[src/rtl/etfp_pkg.sv]
// shared types, constants and helpers for the escape-time fractal pixel unit
// no dependencies
package etfp_pkg;

  localparam int FRAC_BITS_DEF = 56;
  localparam int NUM_CELLS     = 4;
  localparam int HALF_W        = 32;
  localparam logic [15:0] ITER_LIMIT_RST = 16'd256;

  typedef enum logic [2:0] {
    REG_ORIGIN_X = 3'd0,
    REG_ORIGIN_Y = 3'd1,
    REG_STEP_X   = 3'd2,
    REG_STEP_Y   = 3'd3,
    REG_JULIA_EN = 3'd4,
    REG_JULIA_RE = 3'd5,
    REG_JULIA_IM = 3'd6,
    REG_ITER_LIM = 3'd7
  } reg_idx_t;

  // word travelling down the multiplier chain
  typedef struct packed {
    logic         vld;
    logic [1:0]   tag;
    logic         neg;
    logic [63:0]  opa;
    logic [63:0]  opb;
    logic [127:0] acc;
  } mul_word_t;

  // clamp a signed 128-bit value to the signed 64-bit range
  function automatic logic [63:0] sat128(input logic [127:0] v);
    logic [63:0] res;
    if (v[127:63] == {65{1'b0}} || v[127:63] == {65{1'b1}}) begin
      res = v[63:0];
    end else if (v[127]) begin
      res = {1'b1, 63'd0};
    end else begin
      res = {1'b0, {63{1'b1}}};
    end
    return res;
  endfunction

  function automatic logic [127:0] sext64(input logic [63:0] v);
    return {{64{v[63]}}, v};
  endfunction

endpackage

[src/rtl/etfp_cell.sv]
// one cell of the multiplier chain: adds one 32x32 partial product
// depends on etfp_pkg
module etfp_cell import etfp_pkg::*; #(
  parameter int CELL_IDX = 0
) (
  input  logic      clk,
  input  logic      rst_n,
  input  mul_word_t word_i,
  output mul_word_t word_o
);

  localparam int SEL_A = CELL_IDX / 2;
  localparam int SEL_B = CELL_IDX % 2;
  localparam int SHIFT = HALF_W * (SEL_A + SEL_B);

  logic [HALF_W-1:0]   half_a;
  logic [HALF_W-1:0]   half_b;
  logic [2*HALF_W-1:0] pp;
  mul_word_t           word_r;
  mul_word_t           word_nxt;

  assign half_a = word_i.opa[SEL_A*HALF_W +: HALF_W];
  assign half_b = word_i.opb[SEL_B*HALF_W +: HALF_W];
  assign pp     = half_a * half_b;

  always_comb begin
    word_nxt     = word_i;
    word_nxt.acc = word_i.acc + ({64'd0, pp} << SHIFT);
  end

  always_ff @(posedge clk) begin
    if (!rst_n) begin
      word_r.vld <= 1'b0;
    end else begin
      word_r.vld <= word_nxt.vld;
    end
    word_r.tag <= word_nxt.tag;
    word_r.neg <= word_nxt.neg;
    word_r.opa <= word_nxt.opa;
    word_r.opb <= word_nxt.opb;
    word_r.acc <= word_nxt.acc;
  end

  assign word_o = word_r;

endmodule

[config.mk]
export PLATFORM = sky130hd
export DESIGN_NAME = etfp_cell
export DESIGN_NICKNAME = d
export VERILOG_FILES = /design/src/rtl/etfp_pkg.sv /design/src/rtl/etfp_cell.sv
export SDC_FILE = /design/constraint.sdc
export NUM_CORES = 2
export LEC_CHECK = 0
export BUFFER_PORTS_ARGS = -buffer_cell sky130_fd_sc_hd__buf_4
export CORE_MARGIN = 5
export CORE_UTILIZATION = 35
export DETAILED_ROUTE_END_ITERATION = 8
export GPL_ROUTABILITY_DRIVEN = 0
export PLACE_DENSITY = 0.56
export SLEW_MARGIN = 20
export SYNTH_ARGS = -nofsm -noshare
export SYNTH_HDL_FRONTEND = slang
export SYNTH_SLANG_ARGS = --single-unit
export TNS_END_PERCENT = 30
[constraint.sdc]
create_clock -name clk -period 13.2 [get_ports clk]
set_input_delay 2.64 -clock clk [delete_from_list [all_inputs] [get_ports clk]]
set_output_delay 2.64 -clock clk [all_outputs]
set_load 0.02 [all_outputs]
# --- Yosys cells after proc, flatten, opt, wreduce, memory -nomap -nowiden ---
# Index checks and enable logic that the tools add are counted.
# Widths: inputs -> output; s select.
op_classes:
  mux: 0
  bitwise: 0
  n_shift: 0
  n_lt_le_gt_ge: 0
  n_mul: 1
  eq_ne: 0
  div: 0
  n_addsub: 1
  reduce_logical: 0
op_table:
  columns: ["operator", "count"]
  rows:
  - ["$add 128x64->128", 1]
  - ["$mul 32x32->64", 1]
word_totals:
  output_inout_bits: 260
  latchBits: 0
  mem_bits_rw: 0
  romBits: 0
  input_bits: 262
  n_memories: 0
  register_bits: 260
  word_cells: 8

# --- Longest topological paths before layout ---
depth:
  depth_word: 2
  depth_mapped: 30
  ltp_nobuf: 28

# --- Least setup slack after synthesis ---
# Ideal clock, no wire load.
synth_timing:
  path_kind: "input to register"
  start: "input word_i[221] (netlist bit)"
  end: "register word_r, in the netlist word_o[64]"
  setup_slack_ns: 3.598
  required_ns: 13.077
  cell_stages: 28
  arrival_ns: 9.479
  path_buffers: 2
  cell_sequence: "clkbuf_1 > and2_1 > fa_1 > inv_1 > fa_1 > inv_1 > fa_1 > inv_1 > fa_1 > inv_1 > fa_1 > fa_1 > fa_1 > inv_1 > fa_1 > inv_1 > ha_1 > buf_2 > a21o_1 > a211o_1 > a41o_1 > a221oi_1 > o21bai_1 > a221oi_2 > o21ai_1 > a21oi_1 > o31ai_1 > xnor2_1"
synth_lines:
  columns: ["item", "line", "text"]
  rows:
  - ["start, declared", "etfp_cell.sv:8", "input mul_word_t word_i,"]
  - ["end, declared", "etfp_cell.sv:19", "mul_word_t word_r;"]

==> run metrics <==
crit path DAT=between 10 and 15 ns; Final period util=77.5%; Worst Hold Class=in -> reg; CTS buffer count=31; Initial Utilization=35.1%; Vias/cell=4.79; outcome=finished clean; CP peak stage delay=0.58 ns; Yosys reg bits=260; WS Path Type=in -> reg; H-tree depth=1; Hold Startpoint=word_i[257]; final setup vio count=0; Ports=522; fmax=97.7 MHz; Final nets=between 6k and 7k; Core Region=120000 µm²; share of cells above drive strength 1=12.7%; die area=approximately 130000 µm²; crit-path most repeated cell=fa_1; worst-margin pin slew=roughly 0.65 ns; Post-synth top cells=inv_1 (1070), fa_1 (962), nand2_1 (619), and2_1 (482), dfxtp_1 (260); GRT Total Usage=20.6%; Synthesis Warnings=0; RSZ-0062 raised after global routing=no; vias in the first global route=34.3k; clock sinks=260; CP max stage cell=o21ai_0; buffering stage count on the worst path with inverters included=6; wire length per cell=20.2 µm; Yosys cell types=63; worst hold path depth=1; met1 GRT Util=roughly 25%; Final Hold Viols=0; TritonCTS clock tree=built; sequential share of the synthesized area=12.4%; DRC=0; top post-synthesis cells by area=fa_1 (46%), dfxtp_1 (12%), inv_1 (9.6%); Synth Flop Type=dfxtp_1; DRT Pass-1 Iters=6; Final Max Tran Viols=0; Area Overhead vs Synth=14.7%; Synth area leader=fa_1; vias after detailed routing=30.9k; hold buffers post-CTS=0; minimum clock period=around 10 ns; syn nets=a little under 6k; Worst-path clk slew=roughly 0.06 ns; Rows=127; CP delay by family, top=adder cells; FFs w/ async S/R, synth=0%; Post-Synthesis Cell Area=42000 µm²; DP Wirelength=between 100000 and 150000 µm; Post-synth EDFFs=0; Post-Route WL=130000 µm; Cells after Synth=approximately 4.5k; Slew HR=56.3%; gr busiest metal=met2; area share of the leading cell type in the synthesized netlist=45.8%; Die X-Extent=356 µm; Avg Inst Size Synth=9.37 µm²; Setup Fix Bufs, Post-CTS=0; port bufs=about 520; max reg flops=260; WHS Endpoint=word_o[257]; initial antenna violation count=5; met2 GRT Util=a little under two fifths; grt ovf=0; Crit path required time=~14 ns; max-cap viol count=0; largest net degree at the start of global routing=34; Die Ht=~360 µm; root buf cell=clkbuf_16; crit path max fanout=33; met3 Use GR=3.70%; 1st-iter DRT viols=1628; startpoint types=input pin; Setup Total Neg Slack=0 ns; ANT nets after route=0; CTS max path bufs=3; endpoint class of the critical path=flop; first-pass GRT wire length=201000 µm; cell with the most instances after synthesis=inv_1; post_cts resized=0
-- through the flow --
stage	utilization, %	cell area, µm²	worst slack, ns	hold WS [ns]	instances
after floorplan	-	42000	3.60	2.67	4482
after global placement	39.3	47100	2.45	2.74	6388
after detailed placement	39.3	47100	2.38	2.75	6388
after CTS	40.3	48200	3.08	2.03	6445
after global routing	40.3	48200	2.57	2.06	6445
final	40.3	48200	2.96	2.11	6449
-- worst max path at each step --
stage                           start  slack [ns]          to  depth (start not counted)
after detailed placement  word_i[212]        2.38  word_o[77]                         27
after floorplan           word_i[221]        3.60  word_o[64]                         28
after global routing      word_i[216]        2.57  word_o[61]                         26
final                     word_i[221]        2.96  word_o[61]                         26
after global placement    word_i[215]        2.45  word_o[85]                         27
after CTS                 word_i[212]        3.08  word_o[77]                         27
-- placed cells by master, fill, tap and decap left out, types with 4 or more instances in the layout --
cell | netlist | layout
a211oi_1 | 6 | 6
a21o_1 | 31 | 31
a21oi_1 | 91 | 91
a221oi_1 | 4 | 4
and2_1 | 482 | 482
and3_1 | 10 | 10
buf_4 | 2 | 524
bufinv_16 | 0 | 4
clkbuf_1 | 209 | 7
clkbuf_16 | 0 | 31
clkbuf_8 | 0 | 10
dfxtp_1 | 260 | 260
diode_2 | 0 | 4
fa_1 | 962 | 962
ha_1 | 259 | 259
inv_1 | 1070 | 1070
nand2_1 | 619 | 619
nand2b_1 | 8 | 8
nand3_1 | 26 | 26
nand4_1 | 39 | 39
nor2_1 | 65 | 65
nor2b_1 | 5 | 5
nor3_1 | 23 | 23
nor4_1 | 6 | 6
nor4_2 | 25 | 25
o21a_1 | 11 | 11
o21ai_0 | 32 | 32
o21ai_1 | 7 | 7
o21bai_1 | 25 | 25
o31a_1 | 5 | 5
or3_1 | 7 | 7
xnor2_1 | 55 | 55
xor2_1 | 68 | 68
-- metal layers --
layer	routed length (µm)	vias to the layer above
met5	0	-
met4	5020	0
met3	8460	199
met2	67300	938
met1	49200	16073
li1	-	13656
-- area by class of cell --
type / count / area [µm²]
Antenna cell: 4 / 10.0
Clock buffer: 48 / 940
Clock inverter: 9 / 170
Fill cell: 11973 / 71500
Inverter: 1072 / 4020
Multi-Input combinational cell: 2920 / 31900
Sequential cell: 260 / 5200
Tap cell: 1612 / 2020
Timing Repair Buffer: 524 / 3930
-- cell families after synthesis --
kind of cell | count (synthesis) | synth area share [%]
compound gates | 239 | 3.62
xor+xnor | 123 | 2.56
fa+ha+maj | 1221 | 53.5
buf+inv | 1302 | 11.7
flops | 260 | 12.4
simple gates | 1337 | 16.2
Power is left out: the tool's default activity adds up to more than one toggle a clock period on the data nets, which glitch-free logic cannot reach.
